**config.mk**
```make
export PLATFORM = sky130hd
export DESIGN_NAME = stack_register_alu_unit
export DESIGN_NICKNAME = d
export VERILOG_FILES = /design/src/rtl/srau_pkg.sv /design/src/rtl/stack_register_alu_unit.sv /design/src/rtl/srau_md.sv /design/src/rtl/srau_dp.sv /design/src/rtl/srau_ctrl.sv
export SDC_FILE = /design/constraint.sdc
export NUM_CORES = 2
export LEC_CHECK = 0
export ABC_CLOCK_PERIOD_IN_PS = 8740
export CAP_MARGIN = 40
export CORE_AREA = 10 10 545 547
export DETAILED_ROUTE_END_ITERATION = 16
export DIE_AREA = 0 0 555 557
export DONT_BUFFER_PORTS = 1
export PLACE_DENSITY = 0.67
export SYNTH_ARGS = -nofsm -noshare
export SYNTH_HDL_FRONTEND = slang
export SYNTH_SLANG_ARGS = --single-unit
```
**constraint.sdc**
```tcl
create_clock -name clk_i -period 8.74 [get_ports clk_i]
set_clock_uncertainty 0.2 [all_clocks]
set_input_delay 1.748 -clock clk_i [delete_from_list [all_inputs] [get_ports clk_i]]
set_output_delay 1.748 -clock clk_i [all_outputs]
set_load 0.05 [all_outputs]
```
**src/rtl/srau_pkg.sv**
```systemverilog
// shared types and constants of the stack register alu
package srau_pkg;

  // slots at and below the stack top that instructions may address
  localparam int unsigned RegWindow = 8;

  typedef enum logic [4:0] {
    OP_PUSH   = 5'd0,
    OP_DROP   = 5'd1,
    OP_GET    = 5'd2,
    OP_SET    = 5'd3,
    OP_MOV    = 5'd4,
    OP_SWAP   = 5'd5,
    OP_ADDIMM = 5'd6,
    OP_ADD    = 5'd7,
    OP_SUB    = 5'd8,
    OP_MUL    = 5'd9,
    OP_DIVMOD = 5'd10,
    OP_AND    = 5'd11,
    OP_OR     = 5'd12,
    OP_XOR    = 5'd13,
    OP_SHL    = 5'd14,
    OP_SHR    = 5'd15,
    OP_RPUSH  = 5'd16,
    OP_RSET   = 5'd17,
    OP_RGET   = 5'd18,
    OP_RDROP  = 5'd19
  } op_e;

  typedef enum logic [1:0] {
    ST_OK   = 2'd0,
    ST_BAD  = 2'd1,
    ST_DIVZ = 2'd2
  } status_e;

  typedef enum logic [3:0] {
    S_CLEAR,
    S_IDLE,
    S_RDX,
    S_RDY,
    S_EXEC,
    S_ITER,
    S_WR1,
    S_WR2,
    S_DONE
  } state_e;

  typedef struct packed {
    logic clr;
    logic capture;
    logic rd_second;
    logic ld_x;
    logic exec;
    logic md_start;
    logic md_take;
    logic wr1;
    logic wr2;
    logic load_out;
  } srau_cmd_t;

  typedef struct packed {
    logic clr_done;
    logic bad;
    logic div_zero;
    logic need_md;
    logic need_wr;
    logic need_wr2;
    logic md_done;
    logic out_full;
  } srau_sts_t;

endpackage

```
**src/rtl/stack_register_alu_unit.sv**
```systemverilog
// top level of the stack register alu: controller plus datapath
//
// a data stack whose top eight slots act as registers, plus a return stack.
// after reset the block sweeps both stores to zero, one entry per cycle;
// in_ready_o stays low during the sweep. words are then handled one at a
// time: accept, two registered store reads, an execute step, up to two
// write-backs (swap and divmod write two slots) and a load of the output
// register. a rejected word goes from the first store read straight to the
// output load, a divide by zero from execute. mul and divmod pass through
// the shared bit-serial multiply/divide unit between execute and
// write-back. WORD_BITS is to be a power of two; the block does not enforce
// it. shift amounts take the low bits of the shift operand. the output
// register holds a finished word until it is taken, and the next word may
// be accepted meanwhile. an error result (status 1 or 2) changes no state
// and reads zero.
module stack_register_alu_unit #(
  parameter int unsigned DATA_DEPTH   = 64,
  parameter int unsigned RETURN_DEPTH = 32,
  parameter int unsigned WORD_BITS    = 32
) (
  input  logic               clk_i,
  input  logic               rst_ni,
  // instruction channel
  input  logic               in_valid_i,
  output logic               in_ready_o,
  input  logic [4:0]         operation_i,
  input  logic [2:0]         reg_a_i,
  input  logic [2:0]         reg_b_i,
  input  logic [2:0]         reg_c_i,
  input  logic [2:0]         reg_d_i,
  input  logic signed [31:0] value_i,
  // result channel
  output logic               out_valid_o,
  input  logic               out_ready_i,
  output logic signed [31:0] read_data_o,
  output logic [1:0]         status_o
);
  import srau_pkg::*;

  // command and status between sequencer and datapath
  srau_cmd_t cmd;
  srau_sts_t sts;

  srau_ctrl u_ctrl (
    .clk_i     (clk_i),
    .rst_ni    (rst_ni),
    .in_valid_i(in_valid_i),
    .in_ready_o(in_ready_o),
    .sts_i     (sts),
    .cmd_o     (cmd)
  );

  srau_dp #(
    .DATA_DEPTH  (DATA_DEPTH),
    .RETURN_DEPTH(RETURN_DEPTH),
    .WORD_BITS   (WORD_BITS)
  ) u_dp (
    .clk_i      (clk_i),
    .rst_ni     (rst_ni),
    .cmd_i      (cmd),
    .sts_o      (sts),
    .operation_i(operation_i),
    .reg_a_i    (reg_a_i),
    .reg_b_i    (reg_b_i),
    .reg_c_i    (reg_c_i),
    .reg_d_i    (reg_d_i),
    .value_i    (value_i),
    .out_ready_i(out_ready_i),
    .out_valid_o(out_valid_o),
    .read_data_o(read_data_o),
    .status_o   (status_o)
  );

endmodule

```
**src/rtl/srau_md.sv**
```systemverilog
// iterative shift-add multiplier and restoring divider, one bit per cycle
module srau_md #(
  parameter int unsigned WORD_BITS = 32
) (
  input  logic                 clk_i,
  input  logic                 rst_ni,
  input  logic                 start_i,
  input  logic                 div_i,
  input  logic [WORD_BITS-1:0] a_i,
  input  logic [WORD_BITS-1:0] b_i,
  output logic                 done_o,
  output logic [WORD_BITS-1:0] lo_o,
  output logic [WORD_BITS-1:0] rem_o
);
  import srau_pkg::*;

  localparam int unsigned CntW = $clog2(WORD_BITS);

  logic                 busy_q;
  logic                 done_q;
  logic [CntW-1:0]      cnt_q;
  logic                 div_q;
  logic [WORD_BITS-1:0] acc_q;
  logic [WORD_BITS-1:0] sh_q;
  logic [WORD_BITS-1:0] opd_q;
  logic [WORD_BITS:0]   rem_sh;
  logic [WORD_BITS:0]   rem_sub;

  assign rem_sh  = {acc_q, sh_q[WORD_BITS-1]};
  assign rem_sub = rem_sh - {1'b0, opd_q};

  always_ff @(posedge clk_i or negedge rst_ni) begin
    if (!rst_ni) begin
      busy_q <= 1'b0;
      done_q <= 1'b0;
      cnt_q  <= '0;
    end else begin
      done_q <= 1'b0;
      if (start_i) begin
        busy_q <= 1'b1;
        cnt_q  <= '0;
      end else if (busy_q) begin
        cnt_q <= cnt_q + CntW'(1);
        if (cnt_q == CntW'(WORD_BITS - 1)) begin
          busy_q <= 1'b0;
          done_q <= 1'b1;
        end
      end
    end
  end

  always_ff @(posedge clk_i) begin
    if (start_i) begin
      div_q <= div_i;
      acc_q <= '0;
      sh_q  <= a_i;
      opd_q <= b_i;
    end else if (busy_q) begin
      if (div_q) begin
        // restoring step: trial subtract of the divisor
        if (rem_sh >= {1'b0, opd_q}) begin
          acc_q <= rem_sub[WORD_BITS-1:0];
          sh_q  <= {sh_q[WORD_BITS-2:0], 1'b1};
        end else begin
          acc_q <= rem_sh[WORD_BITS-1:0];
          sh_q  <= {sh_q[WORD_BITS-2:0], 1'b0};
        end
      end else begin
        if (sh_q[0]) begin
          acc_q <= acc_q + opd_q;
        end
        opd_q <= {opd_q[WORD_BITS-2:0], 1'b0};
        sh_q  <= {1'b0, sh_q[WORD_BITS-1:1]};
      end
    end
  end

  assign done_o = done_q;
  assign lo_o   = div_q ? sh_q : acc_q;
  assign rem_o  = acc_q;

endmodule

```
**src/rtl/srau_dp.sv**
```systemverilog
// datapath: stores, counts, operand registers, alu and result register
module srau_dp #(
  parameter int unsigned DATA_DEPTH   = 64,
  parameter int unsigned RETURN_DEPTH = 32,
  parameter int unsigned WORD_BITS    = 32
) (
  input  logic                clk_i,
  input  logic                rst_ni,
  input  srau_pkg::srau_cmd_t cmd_i,
  output srau_pkg::srau_sts_t sts_o,
  input  logic [4:0]          operation_i,
  input  logic [2:0]          reg_a_i,
  input  logic [2:0]          reg_b_i,
  input  logic [2:0]          reg_c_i,
  input  logic [2:0]          reg_d_i,
  input  logic signed [31:0]  value_i,
  input  logic                out_ready_i,
  output logic                out_valid_o,
  output logic signed [31:0]  read_data_o,
  output logic [1:0]          status_o
);
  import srau_pkg::*;

  localparam int unsigned DataAw = $clog2(DATA_DEPTH);
  localparam int unsigned DataCw = $clog2(DATA_DEPTH + 1);
  localparam int unsigned RetAw  = $clog2(RETURN_DEPTH);
  localparam int unsigned RetCw  = $clog2(RETURN_DEPTH + 1);
  localparam int unsigned ClrLen = (DATA_DEPTH > RETURN_DEPTH) ? DATA_DEPTH : RETURN_DEPTH;
  localparam int unsigned ClrW   = $clog2(ClrLen);
  localparam int unsigned ShW    = $clog2(WORD_BITS);

  logic [WORD_BITS-1:0] data_mem [DATA_DEPTH];
  logic [WORD_BITS-1:0] ret_mem  [RETURN_DEPTH];

  logic [DataCw-1:0]    dcnt_q;
  logic [RetCw-1:0]     rcnt_q;
  logic [ClrW-1:0]      clr_q;
  logic                 out_valid_q;

  op_e                  op_q;
  logic [2:0]           a_q, b_q, c_q, d_q;
  logic [WORD_BITS-1:0] imm_q;
  logic [WORD_BITS-1:0] x_q, mem_q, ret_q, res1_q, res2_q, rdat_q;
  status_e              st_q;
  logic                 nn_q, dn_q;
  logic signed [31:0]   out_data_q;
  status_e              out_st_q;

  op_e                  op_in;
  logic                 bad_in;
  logic [2:0]           src1, src2, rd_idx;
  logic [RetAw-1:0]     rtop;
  logic                 clr_data, clr_ret;

  logic                 md_div;
  logic [WORD_BITS-1:0] md_a, md_b, md_lo, md_rem;
  logic                 md_done;
  logic [ShW-1:0]       sh_amt;

  function automatic logic slot_ok(input logic [2:0] n, input logic [DataCw-1:0] cnt);
    return (32'(n) < RegWindow) && (DataCw'(n) < cnt);
  endfunction

  function automatic logic [DataAw-1:0] slot_pos(input logic [2:0] n,
                                                 input logic [DataCw-1:0] cnt);
    logic [DataCw-1:0] p;
    p = cnt - DataCw'(1) - DataCw'(n);
    return p[DataAw-1:0];
  endfunction

  function automatic logic [WORD_BITS-1:0] mag(input logic [WORD_BITS-1:0] v);
    return v[WORD_BITS-1] ? (~v + WORD_BITS'(1)) : v;
  endfunction

  // legality check of the incoming word
  always_comb begin
    op_in = op_e'(operation_i);
    unique case (op_in) inside
      OP_PUSH:                      bad_in = (dcnt_q == DataCw'(DATA_DEPTH));
      OP_DROP:                      bad_in = (dcnt_q == '0);
      OP_GET, OP_SET, OP_ADDIMM:    bad_in = !slot_ok(reg_a_i, dcnt_q);
      OP_MOV, OP_SWAP:              bad_in = !slot_ok(reg_a_i, dcnt_q) ||
                                             !slot_ok(reg_b_i, dcnt_q);
      OP_ADD, OP_SUB, OP_MUL, OP_AND, OP_OR, OP_XOR, OP_SHL, OP_SHR:
                                    bad_in = !slot_ok(reg_a_i, dcnt_q) ||
                                             !slot_ok(reg_b_i, dcnt_q) ||
                                             !slot_ok(reg_c_i, dcnt_q);
      OP_DIVMOD:                    bad_in = !slot_ok(reg_a_i, dcnt_q) ||
                                             !slot_ok(reg_b_i, dcnt_q) ||
                                             !slot_ok(reg_c_i, dcnt_q) ||
                                             !slot_ok(reg_d_i, dcnt_q);
      OP_RPUSH:                     bad_in = (rcnt_q == RetCw'(RETURN_DEPTH));
      OP_RSET, OP_RGET, OP_RDROP:   bad_in = (rcnt_q == '0);
      default:                      bad_in = 1'b1;
    endcase
  end

  // operand slot selection
  always_comb begin
    unique case (op_q) inside
      OP_MOV, OP_ADD, OP_SUB, OP_MUL, OP_AND, OP_OR, OP_XOR, OP_SHL, OP_SHR:
                 src1 = b_q;
      OP_DIVMOD: src1 = c_q;
      default:   src1 = a_q;
    endcase
    unique case (op_q) inside
      OP_SWAP:   src2 = b_q;
      OP_DIVMOD: src2 = d_q;
      default:   src2 = c_q;
    endcase
  end

  assign rd_idx   = cmd_i.rd_second ? src2 : src1;
  assign rtop     = RetAw'(rcnt_q - RetCw'(1));
  assign clr_data = cmd_i.clr && ({1'b0, clr_q} < (ClrW + 1)'(DATA_DEPTH));
  assign clr_ret  = cmd_i.clr && ({1'b0, clr_q} < (ClrW + 1)'(RETURN_DEPTH));

  always_comb begin
    unique case (op_q) inside
      OP_DIVMOD: begin
        md_div = 1'b1;
        md_a   = mag(x_q);
        md_b   = mag(mem_q);
      end
      default: begin
        md_div = 1'b0;
        md_a   = x_q;
        md_b   = mem_q;
      end
    endcase
  end

  // shift amount: low bits of the source slot, modulo the word width
  assign sh_amt = mem_q[ShW-1:0];

  srau_md #(
    .WORD_BITS(WORD_BITS)
  ) u_md (
    .clk_i  (clk_i),
    .rst_ni (rst_ni),
    .start_i(cmd_i.md_start),
    .div_i  (md_div),
    .a_i    (md_a),
    .b_i    (md_b),
    .done_o (md_done),
    .lo_o   (md_lo),
    .rem_o  (md_rem)
  );

  // data store
  always_ff @(posedge clk_i) begin
    if (clr_data) begin
      data_mem[clr_q[DataAw-1:0]] <= '0;
    end else if (cmd_i.wr1) begin
      data_mem[slot_pos(a_q, dcnt_q)] <= res1_q;
    end else if (cmd_i.wr2) begin
      data_mem[slot_pos(b_q, dcnt_q)] <= res2_q;
    end
    mem_q <= data_mem[slot_pos(rd_idx, dcnt_q)];
  end

  // return store
  always_ff @(posedge clk_i) begin
    if (clr_ret) begin
      ret_mem[clr_q[RetAw-1:0]] <= '0;
    end else if (cmd_i.exec && op_q == OP_RSET) begin
      ret_mem[rtop] <= imm_q;
    end
    ret_q <= ret_mem[rtop];
  end

  always_ff @(posedge clk_i or negedge rst_ni) begin
    if (!rst_ni) begin
      dcnt_q      <= '0;
      rcnt_q      <= '0;
      clr_q       <= '0;
      out_valid_q <= 1'b0;
    end else begin
      if (cmd_i.clr && clr_q != ClrW'(ClrLen - 1)) begin
        clr_q <= clr_q + ClrW'(1);
      end
      if (cmd_i.exec) begin
        unique case (op_q) inside
          OP_PUSH:  dcnt_q <= dcnt_q + DataCw'(1);
          OP_DROP:  dcnt_q <= dcnt_q - DataCw'(1);
          OP_RPUSH: rcnt_q <= rcnt_q + RetCw'(1);
          OP_RDROP: rcnt_q <= rcnt_q - RetCw'(1);
          default:  ;
        endcase
      end
      if (cmd_i.load_out) begin
        out_valid_q <= 1'b1;
      end else if (out_ready_i) begin
        out_valid_q <= 1'b0;
      end
    end
  end

  always_ff @(posedge clk_i) begin
    if (cmd_i.capture) begin
      op_q   <= op_in;
      a_q    <= reg_a_i;
      b_q    <= reg_b_i;
      c_q    <= reg_c_i;
      d_q    <= reg_d_i;
      imm_q  <= WORD_BITS'(value_i);
      st_q   <= bad_in ? ST_BAD : ST_OK;
      rdat_q <= '0;
    end
    if (cmd_i.ld_x) begin
      x_q <= mem_q;
    end
    if (cmd_i.exec) begin
      nn_q <= x_q[WORD_BITS-1];
      dn_q <= mem_q[WORD_BITS-1];
      unique case (op_q) inside
        OP_GET:    rdat_q <= x_q;
        OP_RGET:   rdat_q <= ret_q;
        OP_SET:    res1_q <= imm_q;
        OP_MOV:    res1_q <= x_q;
        OP_SWAP: begin
          res1_q <= mem_q;
          res2_q <= x_q;
        end
        OP_ADDIMM: res1_q <= x_q + imm_q;
        OP_ADD:    res1_q <= x_q + mem_q;
        OP_SUB:    res1_q <= x_q - mem_q;
        OP_AND:    res1_q <= x_q & mem_q;
        OP_OR:     res1_q <= x_q | mem_q;
        OP_XOR:    res1_q <= x_q ^ mem_q;
        OP_SHL:    res1_q <= x_q << sh_amt;
        OP_SHR:    res1_q <= WORD_BITS'($signed(x_q) >>> sh_amt);
        OP_DIVMOD: begin
          if (mem_q == '0) begin
            st_q <= ST_DIVZ;
          end
        end
        default: ;
      endcase
    end
    if (cmd_i.md_take) begin
      unique case (op_q) inside
        OP_MUL:    res1_q <= md_lo;
        OP_DIVMOD: begin
          res1_q <= (nn_q ^ dn_q) ? (~md_lo + WORD_BITS'(1)) : md_lo;
          res2_q <= nn_q ? (~md_rem + WORD_BITS'(1)) : md_rem;
        end
        default: ;
      endcase
    end
    if (cmd_i.load_out) begin
      out_data_q <= 32'($signed(rdat_q));
      out_st_q   <= st_q;
    end
  end

  always_comb begin
    sts_o.clr_done = (clr_q == ClrW'(ClrLen - 1));
    sts_o.bad      = (st_q == ST_BAD);
    sts_o.div_zero = (op_q == OP_DIVMOD) && (mem_q == '0);
    sts_o.md_done  = md_done;
    sts_o.out_full = out_valid_q && !out_ready_i;
    unique case (op_q) inside
      OP_MUL, OP_DIVMOD: sts_o.need_md = 1'b1;
      default:           sts_o.need_md = 1'b0;
    endcase
    unique case (op_q) inside
      OP_SET, OP_MOV, OP_SWAP, OP_ADDIMM, OP_ADD, OP_SUB, OP_MUL, OP_DIVMOD,
      OP_AND, OP_OR, OP_XOR, OP_SHL, OP_SHR:
               sts_o.need_wr = 1'b1;
      default: sts_o.need_wr = 1'b0;
    endcase
    unique case (op_q) inside
      OP_SWAP, OP_DIVMOD: sts_o.need_wr2 = 1'b1;
      default:            sts_o.need_wr2 = 1'b0;
    endcase
  end

  assign out_valid_o = out_valid_q;
  assign read_data_o = out_data_q;
  assign status_o    = 2'(out_st_q);

endmodule

```
**src/rtl/srau_ctrl.sv**
```systemverilog
// controller state machine that sequences one instruction at a time
module srau_ctrl (
  input  logic                clk_i,
  input  logic                rst_ni,
  input  logic                in_valid_i,
  output logic                in_ready_o,
  input  srau_pkg::srau_sts_t sts_i,
  output srau_pkg::srau_cmd_t cmd_o
);
  import srau_pkg::*;

  state_e state_q, state_d;

  always_ff @(posedge clk_i or negedge rst_ni) begin
    if (!rst_ni) begin
      state_q <= S_CLEAR;
    end else begin
      state_q <= state_d;
    end
  end

  always_comb begin
    state_d = state_q;
    unique case (state_q)
      S_CLEAR: if (sts_i.clr_done) state_d = S_IDLE;
      S_IDLE:  if (in_valid_i) state_d = S_RDX;
      S_RDX:   state_d = sts_i.bad ? S_DONE : S_RDY;
      S_RDY:   state_d = S_EXEC;
      S_EXEC: begin
        if (sts_i.div_zero) begin
          state_d = S_DONE;
        end else if (sts_i.need_md) begin
          state_d = S_ITER;
        end else if (sts_i.need_wr) begin
          state_d = S_WR1;
        end else begin
          state_d = S_DONE;
        end
      end
      S_ITER:  if (sts_i.md_done) state_d = S_WR1;
      S_WR1:   state_d = sts_i.need_wr2 ? S_WR2 : S_DONE;
      S_WR2:   state_d = S_DONE;
      S_DONE:  if (!sts_i.out_full) state_d = S_IDLE;
      default: state_d = S_CLEAR;
    endcase
  end

  always_comb begin
    cmd_o      = '0;
    in_ready_o = 1'b0;
    unique case (state_q)
      S_CLEAR: cmd_o.clr = 1'b1;
      S_IDLE: begin
        in_ready_o    = 1'b1;
        cmd_o.capture = in_valid_i;
      end
      S_RDX: cmd_o.rd_second = 1'b0;
      S_RDY: begin
        cmd_o.rd_second = 1'b1;
        cmd_o.ld_x      = 1'b1;
      end
      S_EXEC: begin
        cmd_o.exec     = 1'b1;
        cmd_o.md_start = sts_i.need_md && !sts_i.div_zero;
      end
      S_ITER:  cmd_o.md_take  = sts_i.md_done;
      S_WR1:   cmd_o.wr1      = 1'b1;
      S_WR2:   cmd_o.wr2      = 1'b1;
      S_DONE:  cmd_o.load_out = !sts_i.out_full;
      default: ;
    endcase
  end

endmodule

```
==> reports/summary.json <==
{
  "cp_max_fo": 32,
  "routed-via-count": 85200,
  "status": "completed",
  "synth_cell_type_count": 91,
  "synth.net_count": 8550,
  "worst_path_dominant_cell_family": "simple AND/OR/NAND/NOR gates",
  "count_of_warnings_emitted_by_yosys": 0,
  "maximum_number_of_pins_on_one_net_before_global_route_repair": 109,
  "global_route_wire_length_before_repair_mm": 630,
  "io_buffers": 0,
  "crit_chain": "buf_4 -> nor2_1 -> nand2_1 -> nor3_2 -> nand3_1 -> nor3_1 -> nand2_1 -> nor3_1 -> a21oi_1 -> nor2_1 -> a311oi_1 -> ha_1 -> nand4_1 -> and3_1 -> a21oi_1 -> o21ai_0 -> o21ai_0 -> nand2_1 -> mux2i_1 -> a21o_1",
  "yosys-top-cells-area": "edfxtp_1 66%, mux4_2 15%, dfxtp_1 2.6%",
  "remaining_drc_errors": 0,
  "routedWlPerCell_um": 35.4,
  "die-area_um2": 309000,
  "fraction_of_final_layout_cells_with_drive_strength_greater_than_1_pct": 24.4,
  "synth_edf_count": 3254,
  "critPathMaxStageDelay_ns": 0.75,
  "post_synth_inst_count": 8301,
  "synth_top_area_share_pct": 66.0,
  "final-instance-count-excl-fill": 12600,
  "drt.antenna.violating_nets": 0,
  "cts_num_sinks": 3479,
  "critical_path_required_ns": 9.35,
  "synthTopCellsByCount": "3,254 x edfxtp_1, 1,014 x mux4_2, 457 x nor2_1",
  "drtIter0Drc": 12600,
  "final_wirelength_mm": 447,
  "synth_area_per_cell_um2": 17.8,
  "hp-start": "u_dp.rdat_q[24]$_DFF_P_",
  "seq_total_area_yosys_pct": 69.1,
  "chipWidth_um": 555,
  "antenna_found_initial": 33,
  "place.detailed.hpwl_mm": 268,
  "critical-path-top-cell-by-count": "nand2_1",
  "max-clock-path-buffers": 4,
  "share_comb_of_total_power_pct": 0,
  "netSwitchingPower_mw": 6.47,
  "die_extent_in_y_um": 557,
  "cts-root-buf": "clkbuf_16",
  "timing.critical_path.buf_inv": 1,
  "initial_core_util_pct": 51.7,
  "grt.met1_usage_pct": 38.4,
  "final_hold_violations": 0,
  "regArea_um2": 102000,
  "via_per_inst": 6.75,
  "max_cap_violations": 0,
  "worstSetupPathDepth": 20,
  "top_usage_layer": "met2",
  "multi_input_comb_area_um2": 44400,
  "timing.fmax_mhz": 145,
  "n_fill_cell": 20600,
  "criticalPathCategory": "flip-flop to flip-flop",
  "measured_slew_at_the_worst_slew_check_pin_ns": 1.15,
  "postSynth.asyncResetShare_pct": 0.891,
  "final_cell_area_um2": 168000,
  "synthesized_flop_and_latch_total": 3479,
  "unrepaired_setup_endpoints_after_global_routing": "false",
  "min-delay-path-class": "flip-flop to flip-flop",
  "setup.worst_path.end_class": "flip-flop",
  "globalRouteMet2Util_pct": 44.7,
  "post-route-worst-setup-slack_ns": 1.84,
  "power.share.clock_pct": 45.8,
  "tns_ns": 0,
  "slew_headroom_pct": 23.3,
  "placed_cells": 11900,
  "synthToLayoutAreaGrowth_pct": 13.5,
  "cts.htree.levels": 5,
  "worst-r2r-cell-count": 20,
  "cts_tree": "built",
  "global_route.usage.met3_pct": 5.80,
  "global_route.usage.total_pct": 28.3,
  "synthesis.area_um2": 148000,
  "timing.critical_path.slowest_stage_cell": "nor3_2",
  "critPathLaunch": "u_dp.mem_q[3]$_DFF_P_",
  "first_global_vias": 83500,
  "cts_setup_buffers": 0,
  "cts_buffers": 354,
  "detail_route.first_pass.iterations": 8,
  "final_min_period_over_clock_period_pct": 79.0,
  "cts_clock_pin_slew_for_the_worst_setup_and_hold_paths_ns": 0.07,
  "most_repeated_cell_in_the_gate_level_netlist_after_synthesis": "edfxtp_1",
  "final_max_slew_viol_count": 0,
  "place_area_um2": 156000,
  "startpoint_type": "flip-flop",
  "row_count": 197,
  "clock_insertion_delay_worst_skew_ns": 0.97,
  "cts-hold-fix-buffers": 0,
  "worst_ep_arrival_time_ns": 7.51,
  "p_per_area_nw_per_um2": 197,
  "floorplan.io_pins": 89,
  "reg2reg_from": "u_dp.mem_q[3]$_DFF_P_",
  "core_area_um2": 286000,
  "proportion_of_power_drawn_by_flip_flops_and_latches_pct": 54.1,
  "ir_worst_vdd_mv": 0.169,
  "number_of_setup_violations_in_the_final_report": 0,
  "num-nets-final": 8763,
  "place_worst_setup_slack_ns": 2.14,
  "leakage_power_of_the_design_nw": 46.3,
  "sw_frac_of_total_pct": 19.5,
  "globalplace.congestion": 0.998,
  "min_period_ns": 6.90,
  "hold_path_depth": 0,
  "synth_top_flop_cell": "edfxtp_1",
  "post_cts_resized": 0,
  "netlist.top_cell.by_area": "edfxtp_1",
  "grt_overflow_total": 0,
  "power.internal_mw": 26.7
}
==> per-layer routing <==
metal | part of all wire [%] | wire (um)
met5 | 0.018 | 79
met4 | 5.4 | 24200
met3 | 10 | 46200
met2 | 47 | 210000
met1 | 37 | 166000
==> state kept, by name, summed over array words and instances (netlist names), 7 cells and up <==
signal,flops
u_dp.ret_q,32
u_dp.u_md.sh_q,32
u_dp.ret_mem,1024
u_dp.mem_q,32
u_dp.data_mem,2048
u_dp.read_data_o,32
u_dp.imm_q,32
u_dp.x_q,32
u_dp.rdat_q,32
u_dp.res2_q,32
u_dp.u_md.rem_o,32
u_dp.u_md.opd_q,32
u_dp.dcnt_q,7
u_dp.res1_q,32
==> placed cells by master, fill, tap and decap left out, drive strengths merged, types with 38 or more instances in the layout <==
cell / synthesis / layout
mux2: 49 / 49
nand4: 38 / 38
a211oi: 39 / 39
inv: 153 / 169
mux2i: 199 / 199
edfxtp: 3254 / 3254
a221oi: 75 / 75
buf: 127 / 362
nor3: 99 / 99
dfxtp: 194 / 194
nand2: 398 / 398
nand2b: 49 / 49
clkinv: 2 / 134
o21ai: 412 / 412
xor2: 69 / 69
ha: 190 / 190
xnor2: 177 / 177
mux4: 1014 / 1014
a21o: 63 / 63
a21oi: 257 / 257
nand3: 63 / 63
a22oi: 50 / 50
nor2: 457 / 457
clkbuf: 378 / 461
==> path summary, 6_finish.rpt <==
check	endpoint	slack (ns)
min in group asynchronous	u_ctrl.state_q[3]$_DFFE_PN0P_	0.28
max in group asynchronous	u_ctrl.state_q[0]$_DFFE_PN0P_	7.92
hold / removal	u_dp.read_data_o[24]$_DFFE_PP_	0.23
hold reg to reg	u_dp.read_data_o[24]$_DFFE_PP_	0.23
setup reg to reg	u_dp.res1_q[28]$_DFF_P_	1.84
setup / recovery	u_dp.res1_q[28]$_DFF_P_	1.84
==> per-stage QoR <==
step / power [mW] / util [%] / hold slack, ns
after floorplan: 18.3 / - / 0.208
after global placement: 18.3 / 53.8 / 0.215
after detailed placement: 18.3 / 54.6 / 0.221
after CTS: 33.3 / 58.6 / 0.231
after global routing: 33.9 / 58.7 / 0.242
final: 33.1 / 58.7 / 0.230
==> kinds of logic (layout without fill, tap and decap cells) <==
| kind of cell | Yosys count | in the layout | share of synthesized area [%] |
|---|---|---|---|
| AOI/OAI and AO/OA | 1170 | 1170 | 5.00 |
| xor gates and xnor gates | 246 | 246 | 1.45 |
| adders and majority gates | 196 | 196 | 1.69 |
| buffers and inverters | 660 | 1168 | 1.71 |
| DFF | 3479 | 3479 | 69.1 |
| muxes | 1262 | 1262 | 17.1 |
| other | 0 | 34 | 0 |
| and+or+nand+nor | 1288 | 1288 | 3.93 |
==> final cells by class <==
class | count | share of cell area, %
inverters | 155 | 0.346
flip-flops and latches | 3479 | 60.9
diodes | 34 | 0.0506
multi-input cells | 4162 | 26.4
clock buffers | 461 | 5.70
repair buffers | 362 | 2.60
clock inverters | 190 | 1.19
well taps | 3781 | 2.81
==> power by group through the flow <==
stage / registers, mW / clock network, mW / logic [mW]
after floorplan: 18.3 / 0 / 0.00649
final: 17.9 / 15.2 / 0.00908
after CTS: 17.9 / 15.3 / 0.00883
after global routing: 17.9 / 16.0 / 0.0102
after detailed placement: 18.3 / 0 / 0.00868
after global placement: 18.3 / 0 / 0.00838
Note: power is estimated with default switching activity, not from simulation.
